==> config.mk <==
export PLATFORM = sky130hd
export DESIGN_NAME = lssd_table
export DESIGN_NICKNAME = d
export VERILOG_FILES = /design/src/rtl/core/longest_subarray_sum_divisible_assert.svh /design/src/rtl/core/lssd_pkg.sv /design/src/rtl/core/lssd_table.sv
export SDC_FILE = /design/constraint.sdc
export NUM_CORES = 2
export LEC_CHECK = 0
export BUFFER_PORTS_ARGS = -buffer_cell sky130_fd_sc_hd__buf_2
export CORE_AREA = 2 2 553 555
export CTS_CLUSTER_DIAMETER = 200
export DETAILED_ROUTE_END_ITERATION = 6
export DIE_AREA = 0 0 555 557
export GPL_TIMING_DRIVEN = 0
export PLACE_DENSITY_LB_ADDON = 0.15
export REMOVE_ABC_BUFFERS = 1
export SLEW_MARGIN = 25
export SYNTH_ARGS = -nofsm -noshare
export SYNTH_HDL_FRONTEND = slang
export SYNTH_SLANG_ARGS = --single-unit
==> constraint.sdc <==
create_clock -name clk_i -period 2.3 [get_ports clk_i]
set_input_delay 0.115 -clock clk_i [delete_from_list [all_inputs] [get_ports clk_i]]
set_output_delay 0.115 -clock clk_i [all_outputs]
set_load 0.1 [all_outputs]
==> src/rtl/core/longest_subarray_sum_divisible_assert.svh <==
// Assertion macros for the longest divisible-sum subarray block.
// Included by the top level; no other dependencies.
`ifndef LONGEST_SUBARRAY_SUM_DIVISIBLE_ASSERT_SVH
`define LONGEST_SUBARRAY_SUM_DIVISIBLE_ASSERT_SVH
`ifndef ASSERT_OFF
`define LSSD_ASSERT(lbl, prop, clk, rst_n) \
  lbl: assert property (@(posedge clk) disable iff (!rst_n) prop) \
    else $error("lssd assertion failed");
`define LSSD_ASSERT_IMP(lbl, ante, cons, clk, rst_n) \
  lbl: assert property (@(posedge clk) disable iff (!rst_n) (ante) |-> (cons)) \
    else $error("lssd assertion failed");
`else
`define LSSD_ASSERT(lbl, prop, clk, rst_n)
`define LSSD_ASSERT_IMP(lbl, ante, cons, clk, rst_n)
`endif
`endif

==> src/rtl/core/lssd_pkg.sv <==
// Shared constants, types and helpers for the longest divisible-sum subarray block.
// No dependencies.
package lssd_pkg;

  localparam int unsigned MaxModulus = 256;
  localparam int unsigned MaxItems   = 65536;
  localparam int unsigned ValW       = 32;
  localparam int unsigned RemW       = $clog2(MaxModulus);
  localparam int unsigned ModW       = RemW + 1;
  localparam int unsigned FirstW     = $clog2(MaxItems);
  localparam int unsigned IdxW       = FirstW + 1;
  localparam int unsigned DigitBits  = 4;
  localparam int unsigned DivSteps   = ValW / DigitBits;
  localparam int unsigned CntW       = $clog2(DivSteps);

  typedef enum logic [1:0] {
    ST_IDLE,
    ST_DIV,
    ST_RED,
    ST_UPD
  } state_e;

  typedef struct packed {
    logic              rd_en;
    logic              wr_en;
    logic              clr;
    logic [RemW-1:0]   addr;
    logic [FirstW-1:0] wr_data;
  } tbl_req_t;

  // modulus 0 acts as 1, anything above the table size saturates
  function automatic logic [ModW-1:0] eff_k(input logic [ModW-1:0] m);
    logic [ModW-1:0] k;
    if (m == '0) begin
      k = ModW'(1);
    end else if (m > ModW'(MaxModulus)) begin
      k = ModW'(MaxModulus);
    end else begin
      k = m;
    end
    return k;
  endfunction

endpackage

==> src/rtl/core/lssd_table.sv <==
// First-index table: synchronous memory indexed by remainder, plus per-entry valid bits.
// Depends on lssd_pkg.
module lssd_table (
  input  logic                        clk_i,
  input  logic                        rst_ni,
  input  lssd_pkg::tbl_req_t          req_i,
  output logic [lssd_pkg::FirstW-1:0] rd_data_o,
  output logic                        rd_valid_o
);

  logic [lssd_pkg::FirstW-1:0]     mem_q [lssd_pkg::MaxModulus];
  logic [lssd_pkg::MaxModulus-1:0] valid_q;
  logic [lssd_pkg::FirstW-1:0]     rd_data_q;
  logic                            rd_valid_q;

  always_ff @(posedge clk_i) begin
    if (req_i.wr_en) begin
      mem_q[req_i.addr] <= req_i.wr_data;
    end
    if (req_i.rd_en) begin
      rd_data_q  <= mem_q[req_i.addr];
      rd_valid_q <= valid_q[req_i.addr];
    end
  end

  always_ff @(posedge clk_i or negedge rst_ni) begin
    if (!rst_ni) begin
      valid_q <= '0;
    end else if (req_i.clr) begin
      valid_q <= '0;
    end else if (req_i.wr_en) begin
      valid_q[req_i.addr] <= 1'b1;
    end
  end

  assign rd_data_o  = rd_data_q;
  assign rd_valid_o = rd_valid_q;

endmodule

==> impl_metrics.json <==
{
  "final_antenna_net_count": 0,
  "worstHoldPathType": "in -> reg",
  "cts_tree": "built",
  "cap_viol_max_count": 0,
  "synth_warnings": 0,
  "nNetsFinal": 8111,
  "cts_buffer_depth": 4,
  "first_pass_iters": 7,
  "fmax_mhz": 364,
  "synth_area_mm2": 0.166,
  "place_congestion": 0.801,
  "drt_iter0_drc": 11100,
  "clkSinkCount": 4369,
  "rsz0062_at_grt": "yes",
  "start_kind": "flop",
  "leakagePower_nw": 62.1,
  "grt_usage_pct": 28.9,
  "drc": 1,
  "hpwl_mm": 253,
  "die_area_mm2": 0.309,
  "worst_ir_drop_vdd_uv": 715,
  "antenna_found_initial": 14,
  "ys_types": 22,
  "worst_setup_hold_path_clk_slew_ps": 60,
  "syn2layout_area_growth_pct": 18.6,
  "totalWireLength_mm": 446,
  "hold_viol": 0,
  "cp.arrival_ps": 3330,
  "vias": 83200,
  "violations": "DRC, setup timing",
  "die_h_um": 557,
  "insertion_delay_ps": 1000,
  "end_kind": "flop",
  "internal_power_w": 0.133,
  "setup_slack_ps": -448,
  "grt_pass1_vias": 83000,
  "final_max_slew_viol_count": 0,
  "cts_root_buf": "clkbuf_16",
  "num_rows": 203,
  "viasPerCell": 6.67,
  "ys_seq_elements": 4369,
  "outcome": "finished, violations left",
  "cp_max_fo": 2,
  "tightestPinTransition_ps": 1100,
  "core-area_mm2": 0.304,
  "min_period_ps": 2750,
  "switching_share_pct": 21.6,
  "seqPwrFrac_pct": 51.5,
  "initial_core_util_pct": 54.7,
  "seq_area_frac_synth_pct": 78.2,
  "power_density_mw_per_mm2": 859,
  "power_switching_w": 0.0365,
  "place_area_mm2": 0.177,
  "drt-wirelength-per-cell_um": 35.7,
  "avgSynthCellArea_um2": 21.7,
  "rrSetupSlack_ps": -450,
  "period_share_pct": 119,
  "die_w_um": 555,
  "cts-htree-levels": 5,
  "clockPowerShare_pct": 42.9,
  "drive_above_1_share_pct": 34.8,
  "hold_ws_ps": 97.1,
  "worst-endpoint-required_ps": 2880,
  "setup_viol": 125,
  "port_buffers": 45,
  "skew_ps": 59.6,
  "combinationalPowerShare_pct": 5.6,
  "netlist_instances": 7653,
  "maxSlewHeadroom_pct": 26.4,
  "overflow": 0,
  "cts_buffers": 439,
  "criticalPathCategory": "reg -> reg",
  "grt_pass1_wl_mm": 628,
  "grt_max_degree": 121,
  "io_pins": 46,
  "final_area_mm2": 0.197
}
[synthesized netlist by cell type (all sizes together)]
cell type / n / area share [%]
a21oi: 324 / 0.98
a22oi: 544 / 2.5
and2: 7 / 0.026
buf: 172 / 0.57
clkbuf: 308 / 0.70
dfrtp: 256 / 3.9
edfxtp: 4113 / 74
mux4: 1088 / 15
nand2: 28 / 0.063
nand2b: 7 / 0.026
nand3: 16 / 0.048
nand4: 17 / 0.064
nor2: 621 / 1.4
nor2b: 8 / 0.030
nor3: 34 / 0.10
o21ba: 40 / 0.24
o41ai: 68 / 0.36
or2: 2 / 0.0075
[per-stage QoR]
step                instances  total power [W]  setup slack, ps  util, %  TNS [ps]
floorplan                7173           0.0921           -11230        -         -
finish                  12500            0.169             -448     64.8     -6360
CTS                     12400            0.170             -427     64.4     -6640
global route            12500            0.173             -448     64.8     -6080
global placement        11200            0.101           -44430     55.7         -
detailed placement      11500           0.0970            -4170     58.2  -4517520
[repair_timing]
action                                   CTS  global route
endpoints found under the setup margin  2369           545
cloned                                    62             2
pin swaps                                 76           114
gates resized for setup                  338           156
buffers inserted                          23            35
hold endpoints to repair                3715             0
hold buffers                              21             0
[flip-flops by register name (all words and copies together), names as in the netlist]
register	count
rd_data_o	16
mem_q	4096
rd_valid_o	1
valid_q	256
[area by class of cell]
class | instances | area, um2
diodes | 11 | 27.5
well taps | 3997 | 5000
fillers | 19400 | 107000
clock inverters | 254 | 2780
repair buffers | 467 | 8380
clock buffers | 571 | 11900
flip-flops and latches | 4369 | 130000
multi-input cells | 2805 | 39000
[power groups by stage]
stage | clock network (W) | logic [W] | registers [W]
2_1_floorplan | 0 | 0.00298 | 0.0891
3_3_place_gp | 0 | 0.0116 | 0.0892
3_5_place_dp | 0 | 0.00807 | 0.0889
4_1_cts | 0.0732 | 0.00920 | 0.0872
5_1_grt | 0.0764 | 0.00981 | 0.0872
6_report | 0.0726 | 0.00945 | 0.0872
[layer usage]
layer  vias up  track usage (%)  routed length, um
met5         -            0.262                182
met2      4218             45.4             212000
met4        12             10.3              18600
li1      33200                -                  -
met3       828             6.34              43100
met1     44900             40.6             171000
[path summary, 6_finish.rpt]
check	endpoint	from	cells past startpoint
min in group asynchronous	valid_q[34]	rst_ni	4
hold reg to reg	valid_q[194]	valid_q[194]	2
setup reg to reg	rd_data_o[7]	mem_q[127][7]	5
max in group asynchronous	valid_q[141]	rst_ni	5
setup / recovery	rd_data_o[7]	mem_q[127][7]	5
hold / removal	mem_q[58][13]	req_i[13]	2
[cells in the final DEF, fill, tap and decap left out, drive strengths merged, types with 11 or more instances in the layout]
cell type / n
a21oi: 324
a22oi: 544
buf: 403
bufbuf: 42
bufinv: 48
clkbuf: 573
clkinv: 180
clkinvlp: 16
dfrtp: 256
diode: 11
dlygate4sd3: 20
edfxtp: 4113
mux4: 1088
nand2: 28
nand3: 16
nand4: 17
nor2: 621
nor3: 34
o21ba: 40
o41ai: 68
[worst max-delay path, stage by stage, from the launching register on]
cell and delay, ps:
edfxtp_1 350, mux4_2 460, a22oi_1 380, a21oi_2 200, o41ai_4 550, nand4_1 420
[logic make-up after synthesis]
kind of cell | Yosys count | synth area share, %
compound gates | 976 | 4.03
mux | 1088 | 14.7
simple gates | 740 | 1.77
flops | 4369 | 78.2
buf+inv | 480 | 1.27
Power figures use the tool's default switching activity.
