===== config.mk =====
export PLATFORM = sky130hd
export DESIGN_NAME = lssd_divmod
export DESIGN_NICKNAME = d
export VERILOG_FILES = /design/src/rtl/core/longest_subarray_sum_divisible_assert.svh /design/src/rtl/core/lssd_pkg.sv /design/src/rtl/core/lssd_divmod.sv
export SDC_FILE = /design/constraint.sdc
export NUM_CORES = 1
export LEC_CHECK = 0
export ABC_AREA = 1
export BUFFER_PORTS_ARGS = -buffer_cell sky130_fd_sc_hd__buf_2
export CAP_MARGIN = 25
export CORE_MARGIN = 3
export CORE_UTILIZATION = 50
export DETAILED_ROUTE_END_ITERATION = 8
export GPL_ROUTABILITY_DRIVEN = 0
export PLACE_DENSITY = 0.67
export SYNTH_ARGS = -nofsm -noshare
export SYNTH_HDL_FRONTEND = slang
export SYNTH_SLANG_ARGS = --single-unit

===== constraint.sdc =====
create_clock -name clk_i -period 7.7 [get_ports clk_i]
set_input_delay 1.155 -clock clk_i [delete_from_list [all_inputs] [get_ports clk_i]]
set_output_delay 1.155 -clock clk_i [all_outputs]
set_load 0.03 [all_outputs]

===== src/rtl/core/longest_subarray_sum_divisible_assert.svh =====
// Assertion macros for the longest divisible-sum subarray block.
// Included by the top level; no other dependencies.
`ifndef LONGEST_SUBARRAY_SUM_DIVISIBLE_ASSERT_SVH
`define LONGEST_SUBARRAY_SUM_DIVISIBLE_ASSERT_SVH
`ifndef ASSERT_OFF
`define LSSD_ASSERT(lbl, prop, clk, rst_n) \
  lbl: assert property (@(posedge clk) disable iff (!rst_n) prop) \
    else $error("lssd assertion failed");
`define LSSD_ASSERT_IMP(lbl, ante, cons, clk, rst_n) \
  lbl: assert property (@(posedge clk) disable iff (!rst_n) (ante) |-> (cons)) \
    else $error("lssd assertion failed");
`else
`define LSSD_ASSERT(lbl, prop, clk, rst_n)
`define LSSD_ASSERT_IMP(lbl, ante, cons, clk, rst_n)
`endif
`endif


===== src/rtl/core/lssd_pkg.sv =====
// Shared constants, types and helpers for the longest divisible-sum subarray block.
// No dependencies.
package lssd_pkg;

  localparam int unsigned MaxModulus = 256;
  localparam int unsigned MaxItems   = 65536;
  localparam int unsigned ValW       = 32;
  localparam int unsigned RemW       = $clog2(MaxModulus);
  localparam int unsigned ModW       = RemW + 1;
  localparam int unsigned FirstW     = $clog2(MaxItems);
  localparam int unsigned IdxW       = FirstW + 1;
  localparam int unsigned DigitBits  = 4;
  localparam int unsigned DivSteps   = ValW / DigitBits;
  localparam int unsigned CntW       = $clog2(DivSteps);

  typedef enum logic [1:0] {
    ST_IDLE,
    ST_DIV,
    ST_RED,
    ST_UPD
  } state_e;

  typedef struct packed {
    logic              rd_en;
    logic              wr_en;
    logic              clr;
    logic [RemW-1:0]   addr;
    logic [FirstW-1:0] wr_data;
  } tbl_req_t;

  // modulus 0 acts as 1, anything above the table size saturates
  function automatic logic [ModW-1:0] eff_k(input logic [ModW-1:0] m);
    logic [ModW-1:0] k;
    if (m == '0) begin
      k = ModW'(1);
    end else if (m > ModW'(MaxModulus)) begin
      k = ModW'(MaxModulus);
    end else begin
      k = m;
    end
    return k;
  endfunction

endpackage


===== src/rtl/core/lssd_divmod.sv =====
// Iterative remainder unit: 32-bit magnitude mod k, four bits per cycle.
// Depends on lssd_pkg.
module lssd_divmod (
  input  logic                      clk_i,
  input  logic                      rst_ni,
  input  logic                      start_i,
  input  logic [lssd_pkg::ValW-1:0] mag_i,
  input  logic [lssd_pkg::ModW-1:0] k_i,
  output logic                      done_o,
  output logic [lssd_pkg::RemW-1:0] rem_o
);

  logic                      busy_q, busy_d;
  logic                      done_q, done_d;
  logic [lssd_pkg::CntW-1:0] cnt_q, cnt_d;
  logic [lssd_pkg::ValW-1:0] mag_q, mag_d;
  logic [lssd_pkg::RemW-1:0] r_q, r_d;
  logic [lssd_pkg::RemW-1:0] r_step;
  logic [lssd_pkg::ModW-1:0] t;

  always_comb begin
    r_step = r_q;
    for (int j = 0; j < lssd_pkg::DigitBits; j++) begin
      t = {r_step, mag_q[lssd_pkg::ValW-1-j]};
      if (t >= k_i) begin
        t = t - k_i;
      end
      r_step = t[lssd_pkg::RemW-1:0];
    end
  end

  always_comb begin
    busy_d = busy_q;
    done_d = 1'b0;
    cnt_d  = cnt_q;
    mag_d  = mag_q;
    r_d    = r_q;
    if (start_i) begin
      busy_d = 1'b1;
      cnt_d  = '0;
      mag_d  = mag_i;
      r_d    = '0;
    end else if (busy_q) begin
      r_d   = r_step;
      mag_d = mag_q << lssd_pkg::DigitBits;
      cnt_d = cnt_q + 1'b1;
      if (cnt_q == lssd_pkg::CntW'(lssd_pkg::DivSteps - 1)) begin
        busy_d = 1'b0;
        done_d = 1'b1;
      end
    end
  end

  always_ff @(posedge clk_i or negedge rst_ni) begin
    if (!rst_ni) begin
      busy_q <= 1'b0;
      done_q <= 1'b0;
      cnt_q  <= '0;
    end else begin
      busy_q <= busy_d;
      done_q <= done_d;
      cnt_q  <= cnt_d;
    end
  end

  always_ff @(posedge clk_i) begin
    mag_q <= mag_d;
    r_q   <= r_d;
  end

  assign done_o = done_q;
  assign rem_o  = r_q;

endmodule


==> results.yml, run 1 <==
clock_tree:
  clockBufferDepth: 2
  path_clk_slew_ns: 0.10
  cts_hold_buffers: 0
  numCtsBuffers: 5
  root_buffer: "clkbuf_8"
  htree_levels: 2
  worst_skew_pair.late_latency_ns: 0.31
  tritoncts: "yes"
  cts_num_sinks: 45
  cts-resized-gates: 0
  cts_setup_buffers: 0
critical_path:
  startpoint_type: "input port"
  timing.rr.start: "mag_q[31]"
  critical_path_buf_inv_count: 7
  reg2reg_slack_ns: 1.39
  crit_path_frequent_cell: "nand2_1"
  cpPeakStageDelay_ns: 0.35
  critPathMaxFanout: 10
  path_delay_family: "simple AND/OR/NAND/NOR gates"
  critical_path.startpoint: "k_i[6]"
  arrival_ns: 7.22
  critPathRequiredTime_ns: 7.91
  crit_type: "in -> reg"
  end_kind: "flop"
  critPathSlowestCell: "ha_1"
routing:
  vias: 3493
  vias_per_cell: 5.18
  drt-pass1-iter-count: 4
  finalWirelength_um: 9050
  ant_nets: 0
  wl_per_cell_um: 13.4
  drt_drc_violations_left: 0
  drt_iter0_markers: 186
timing:
  rsz0062_at_grt: "false"
  slew_viol_final: 0
  relSlewSlack: 0.437
  fmax_mhz: 143
  tightest_slew_ns: 0.844
  fin_skew_ns: 0.0152
  fin_crit_ns: 7.01
  setup_viol_count_final: 0
  whs_ns: 0.510
  finalSetupTns_ns: 0
  finalCritPeriodShare: 0.910
  finalHoldViolCount: 0
final_layout:
  final_cell_area_mm2: 0.00425
  n_antenna_cell: 0
  layout.nets: 660
  area_growth_pct: 12.1
  drive_gt1_frac: 0.139
  fin_util: 0.583
floorplanning:
  coreArea_mm2: 0.00729
  die_w_um: 93.0
  start_util: 0.520
  die_area_mm2: 0.00866
  rows: 31
  pin_count: 53
  dieHeight_um: 93.0
yosys:
  seq_area_frac_synth: 0.329
  yosysMostFrequentCell: "nand2_1"
  avgSynthCellArea_um2: 7.27
  synth_warnings: 0
  syn_inst: 521
  synth_commonest_cells: "nand2_1, inv_1, nand3_1, ha_1, edfxtp_1"
  synth_edf_count: 32
  syn-num-nets: 607
  ys_async_sr_fraction: 0.111
  syn_area_mm2: 0.00379
  synth.top_cells.by_area: "edfxtp_1, nand2_1, ha_1, inv_1, nand3_1"
  synth_top_area_frac: 0.254
  synth_flop_cell: "edfxtp_1"
  ys_ff_latch: 45
  yosys.cell_types.count: 39
  synth_top_cell_by_area: "edfxtp_1"
global_route:
  antenna_found_initial: 0
  grt_pass1_wl_um: 15000
  grt_overflow: 0
  grt_start_max_net_pins: 39
  track_usage: 0.218
  first_global_vias: 3345
run_status:
  outcome: "finished clean"
place:
  place_area_mm2: 0.00416
  port-buffer-count: 52
  hpwl_um: 7180
run:
  max_cap_viol_count: 0
min_path:
  worstHoldStart: "mag_q[10]"
  hp-class: "reg -> reg"
through the flow:
step,worst slack [ns],instances
2_1_floorplan,1.31,521
3_3_place_gp,0.653,666
3_5_place_dp,0.432,666
4_1_cts,0.772,674
5_1_grt,0.115,674
6_report,0.690,674
registers in the layout, summed over array words and instances (netlist names):
signal  cells
mag_q      32
rem_o       8
cnt_q       3
busy_q      1
done_o      1
metal layers:
metal,part of all wire,global-route usage,up-vias
li1,-,-,1789
met1,0.47,0.307,1592
met2,0.45,0.343,103
met3,0.068,0.0442,9
met4,0.0099,0.0549,0
met5,0,0,-
final cells by class:
class	instances	area, um^2
clock inverters	3	21.3
well taps	99	124
repair buffers	54	275
multi-input cells	403	2270
fillers	719	3040
flip-flops and latches	45	1250
inverters	65	246
clock buffers	5	68.8
worst register-to-register path: cells and delay by family (launching register included):
family,cells,cell delay [ns]
buf+inv,7,0.66
fa+ha+maj,5,1.51
simple gates,16,2.32
flops,1,0.42
compound gates,7,1.18
xor+xnor,1,0.13
cell families after synthesis:
logic type,synth area share
AO/OA/AOI/OAI,0.0707
XOR/XNOR,0.0462
adder cells (fa/ha/maj),0.147
buffers and inverters,0.0730
flip-flops,0.329
multiplexers,0.00264
AND/OR/NAND/NOR,0.332
placed cells by master, fill, tap and decap left out, drive strengths merged:
master	Yosys	layout
a21boi	1	1
a21o	1	1
a21oi	18	18
a22o	2	2
a31oi	3	3
and2	1	1
buf	2	54
clkbuf	6	5
clkinv	0	1
clkinvlp	0	1
dfrtp	5	5
dfxtp	8	8
edfxtp	32	32
fa	4	4
ha	38	38
inv	65	66
mux2i	1	1
nand2	214	214
nand2b	1	1
nand3	42	42
nand3b	2	2
nand4	3	3
nor2	23	23
nor3	3	3
o211ai	3	3
o21ai	11	11
o21bai	6	6
or2	6	6
xnor2	10	10
xor2	10	10
worst paths after layout:
| kind | to | depth (start not counted) |
|---|---|---|
| worst max-delay path | rem_o[1] | 36 |
| worst min-delay path | mag_q[14] | 2 |
| worst max register to register | rem_o[1] | 36 |
| worst min register to register | mag_q[14] | 2 |
| max in group asynchronous | busy_q | 1 |
| min in group asynchronous | cnt_q[1] | 1 |
Power of run 1 is left out: the tool's default activity adds up to more than one toggle a clock period on the data nets, which glitch-free logic cannot reach.
==> run 2, diff against run 1 <==
CORE_MARGIN = not set   (was 3)
PLACE_DENSITY = 0.71   (was 0.67)
==> run 2 against run 1 <==
  * Register-to-register slack barely moved
  * Via count down 1.7%
  * Global-route usage increased by 1.8 points
  * Non-clock buffer count stayed put
  * Flip-flop and latch count is the same
==> results.yml, run 2 (same netlist as run 1, synthesis figures left out) <==
run_status:
  outcome: "finished clean"
critical_path:
  critPathSlowestCell: "ha_1"
  path_delay_family: "simple AND/OR/NAND/NOR gates"
  end_kind: "flop"
  cp-endpoint: "rem_o[1]"
  cpPeakStageDelay_ns: 0.33
  critical_path.startpoint: "k_i[1]"
  reg2reg_slack_ns: 1.39
  critPathMaxFanout: 10
  arrival_ns: 7.12
  crit_cells: 36
  timing.rr.start: "mag_q[31]"
  critPathRequiredTime_ns: 7.89
  crit_type: "in -> reg"
  reg2reg_depth: 36
  crit_path_frequent_cell: "nand2_1"
  startpoint_type: "input port"
  critical_path_buf_inv_count: 7
  r2r_end: "rem_o[1]"
timing:
  setup_viol_count_final: 0
  tightest_slew_ns: 0.838
  fin_skew_ns: 0.00912
  finalCritPeriodShare: 0.901
  relSlewSlack: 0.441
  rsz0062_at_grt: "false"
  finalHoldViolCount: 0
  fin_crit_ns: 6.94
  fmax_mhz: 144
  finalSetupTns_ns: 0
  slew_viol_final: 0
global_route:
  grt_start_max_net_pins: 39
  gr-usage-met1: 0.345
  grtUsageMet3: 0.0369
  grt_pass1_wl_um: 14400
  antenna_found_initial: 0
  busiest_layer: "met2"
  grt_overflow: 0
  first_global_vias: 3135
  track_usage: 0.235
  met2_usage: 0.369
clock_tree:
  root_buffer: "clkbuf_8"
  numCtsBuffers: 5
  clockBufferDepth: 2
  cts_num_sinks: 45
  htree_levels: 2
  worst_skew_pair.late_latency_ns: 0.29
  cts_setup_buffers: 0
  tritoncts: "yes"
  path_clk_slew_ns: 0.09
routing:
  wl_per_cell_um: 13.0
  vias: 3435
  finalWirelength_um: 8790
  drt_iter0_markers: 144
  vias_per_cell: 5.10
  ant_nets: 0
  drt_drc_violations_left: 0
  drt-pass1-iter-count: 4
floorplanning:
  die_area_mm2: 0.00793
  die_w_um: 89.0
  coreArea_mm2: 0.00729
  dieHeight_um: 89.0
  rows: 31
  pin_count: 53
  start_util: 0.520
final_layout:
  drive_gt1_frac: 0.137
  n_antenna_cell: 0
  largest_reg_flops: 32
  area_growth_pct: 12.8
  layout.nets: 660
  final_common_cell: "nand2_1"
  largest-register: "mag_q"
  layout_common_cells: "nand2_1, inv_1, buf_2"
place:
  port-buffer-count: 52
  hpwl_um: 6960
run:
  max_cap_viol_count: 0
min_path:
  hp-class: "reg -> reg"
  min_delay_path_depth: 2
run 2: metrics by stage:
step	instances	hold slack, ns	utilization	cell area [um^2]	setup WS, ns
2_1_floorplan	521	0.483	-	3790	1.31
3_3_place_gp	666	0.490	0.570	4160	0.659
3_5_place_dp	666	0.494	0.570	4160	0.416
4_1_cts	674	0.514	0.585	4270	0.731
5_1_grt	674	0.536	0.586	4270	0.118
6_report	674	0.516	0.586	4270	0.763
run 2: layout make-up:
class,count,area [um^2]
flip-flops and latches,45,1250
fillers,725,3020
well taps,99,124
repair buffers,54,275
multi-input cells,403,2270
inverters,65,246
clock inverters,2,38.8
clock buffers,6,72.6
run 2: worst reg2reg max path: cells and delay by family, from the launching register on:
family / cells / cell delay [ns]
and+or+nand+nor: 16 / 2.23
AOI/OAI and AO/OA: 7 / 1.25
buffers and inverters: 7 / 0.64
adders and majority gates: 5 / 1.51
DFF: 1 / 0.43
xor gates and xnor gates: 1 / 0.14
run 2: routing by layer:
metal  wire [um]  vias to the layer above  share of wire
li1            -                     1784              -
met1        4400                     1540           0.50
met2        3880                       96           0.44
met3         398                       15          0.045
met4         113                        0          0.013
met5           0                        -              0
run 2: worst min path at each step:
stage           endpoint  startpoint  slack [ns]
3_3_place_gp   mag_q[17]   mag_q[13]        0.49
3_5_place_dp    mag_q[8]    mag_q[4]        0.49
2_1_floorplan   cnt_q[1]    cnt_q[1]        0.48
4_1_cts         rem_o[7]    rem_o[7]        0.51
6_report        mag_q[8]    mag_q[4]        0.52
5_1_grt         rem_o[7]    rem_o[7]        0.54
run 2: repair_timing:
| item | 4_1_cts | 5_1_grt |
|---|---|---|
| hold endpoints to repair | 0 | 0 |
| endpoints found under the setup margin | 0 | 2 |
| resized for setup | 0 | 1 |
| hold buffers | 0 | 0 |
Power of run 2 is left out for the same reason.
==> run 3, diff against run 2 <==
GPL_TIMING_DRIVEN = 0   (was not set)
==> run 3 against run 2 <==
  * Via count fell by 0.26%
  * Count of clock-buffer cells in the layout fell by 1
  * Maximum frequency fell by 2.8%
  * Final cell count rose by 1.0%
  * First-iteration DRC count rose by 21%
  * Core utilization rose by 0.34 points
  * Die area did not move
  * Global-route usage rose by 0.080 points
  * Worst setup slack got worse by 0.20 ns
  * Largest cell class unchanged
==> results.yml, run 3 (same netlist as run 1, synthesis figures left out) <==
final_layout:
  drive_gt1_frac: 0.136
  final_common_cell: "nand2_1"
  final_cell_count_no_fill: 681
  n_antenna_cell: 0
  area_growth_pct: 13.5
  layout_common_cells: "nand2_1, inv_1, buf_2"
  final_cell_area_mm2: 0.00430
  multiInputGateArea_mm2: 0.00227
  largest_reg_flops: 32
  layout.nets: 667
  seq_area_mm2: 0.00125
  fin_util: 0.590
  nFillCells: 736
  largest-register: "mag_q"
routing:
  drt_drc_violations_left: 0
  finalWirelength_um: 8810
  vias: 3426
  ant_nets: 0
  drt-pass1-iter-count: 5
  wl_per_cell_um: 12.9
  vias_per_cell: 5.03
  drt_iter0_markers: 174
critical_path:
  critPathMaxFanout: 10
  critical_path.startpoint: "k_i[1]"
  critPathRequiredTime_ns: 7.90
  end_kind: "flop"
  cp-endpoint: "rem_o[1]"
  crit_path_frequent_cell: "nand2_1"
  startpoint_type: "input port"
  crit_type: "in -> reg"
  arrival_ns: 7.34
  cpPeakStageDelay_ns: 0.34
  critPathSlowestCell: "ha_1"
  reg2reg_slack_ns: 1.25
  timing.rr.start: "mag_q[31]"
  reg2reg_depth: 36
  r2r_end: "rem_o[1]"
floorplanning:
  start_util: 0.520
  coreArea_mm2: 0.00729
  dieHeight_um: 89.0
  pin_count: 53
  die_area_mm2: 0.00793
  die_w_um: 89.0
  rows: 31
clock_tree:
  worst_skew_pair.late_latency_ns: 0.31
  root_buffer: "clkbuf_8"
  path_clk_slew_ns: 0.09
  tritoncts: "yes"
  cts_hold_buffers: 0
  cts_num_sinks: 45
  cts-resized-gates: 0
  clockBufferDepth: 2
  cts_setup_buffers: 0
  htree_levels: 2
  numCtsBuffers: 5
place:
  dp.cells: 673
  place_area_mm2: 0.00420
  hpwl_um: 7070
  port-buffer-count: 52
min_path:
  hp-class: "reg -> reg"
timing:
  rsz0062_at_grt: "false"
  fin_skew_ns: 0.0109
  tightest_slew_ns: 0.706
  fin_crit_ns: 7.14
  finalHoldViolCount: 0
  finalCritPeriodShare: 0.927
  finalSetupTns_ns: 0
  relSlewSlack: 0.529
  setup_viol_count_final: 0
  slew_viol_final: 0
  fmax_mhz: 140
global_route:
  track_usage: 0.236
  grt_start_max_net_pins: 18
  first_global_vias: 3096
  gr-usage-met1: 0.338
  busiest_layer: "met2"
  grt_pass1_wl_um: 14100
  met2_usage: 0.386
  grtUsageMet3: 0.0351
  antenna_found_initial: 0
  grt_overflow: 0
run:
  max_cap_viol_count: 0
run_status:
  outcome: "finished clean"
==> run 3: cell count changes in the layout (fill, tap and decap cells not counted), sizes merged <==
cell | previous run | this run
inv | 65 | 66
buf | 54 | 55
clkinvlp | 0 | 1
clkbuf | 6 | 11
bufinv | 1 | 0
==> run 3: routing by layer <==
layer / share of wire / wire, um
met3: 0.051 / 446
met4: 0.0077 / 68
met5: 0 / 0
met1: 0.49 / 4300
met2: 0.45 / 3990
==> run 3: through the flow <==
step,hold slack (ns),setup WS (ns)
after global placement,0.485,0.252
final,0.497,0.561
after global routing,0.519,0.0649
after CTS,0.501,0.457
after floorplan,0.483,1.31
after detailed placement,0.487,0.137
==> run 3: how the worst min path moves through the flow <==
stage / start / endpoint / slack, ns / depth (start not counted)
after floorplan: cnt_q[1] / cnt_q[1] / 0.48 / 1
after global placement: rem_o[7] / rem_o[7] / 0.49 / 2
after detailed placement: rem_o[1] / rem_o[1] / 0.49 / 2
after CTS: rem_o[1] / rem_o[1] / 0.50 / 2
after global routing: rem_o[7] / rem_o[7] / 0.52 / 2
final: rem_o[7] / rem_o[7] / 0.50 / 2
==> run 3: layout make-up <==
type / count / area share
plain buffers: 8 / 0.00698
clock buffers: 5 / 0.0160
clock inverters: 3 / 0.00582
inverters: 65 / 0.0573
multi-input cells: 403 / 0.528
flip-flops and latches: 45 / 0.290
well taps: 99 / 0.0288
repair buffers: 53 / 0.0669
==> run 3: worst max-delay path: cells and delay by family <==
kind            cells  cell delay, ns
compound gates      5            0.97
fa+ha+maj           4            1.31
buf+inv             7            0.94
simple gates       20            2.94
Power of run 3 is left out for the same reason.
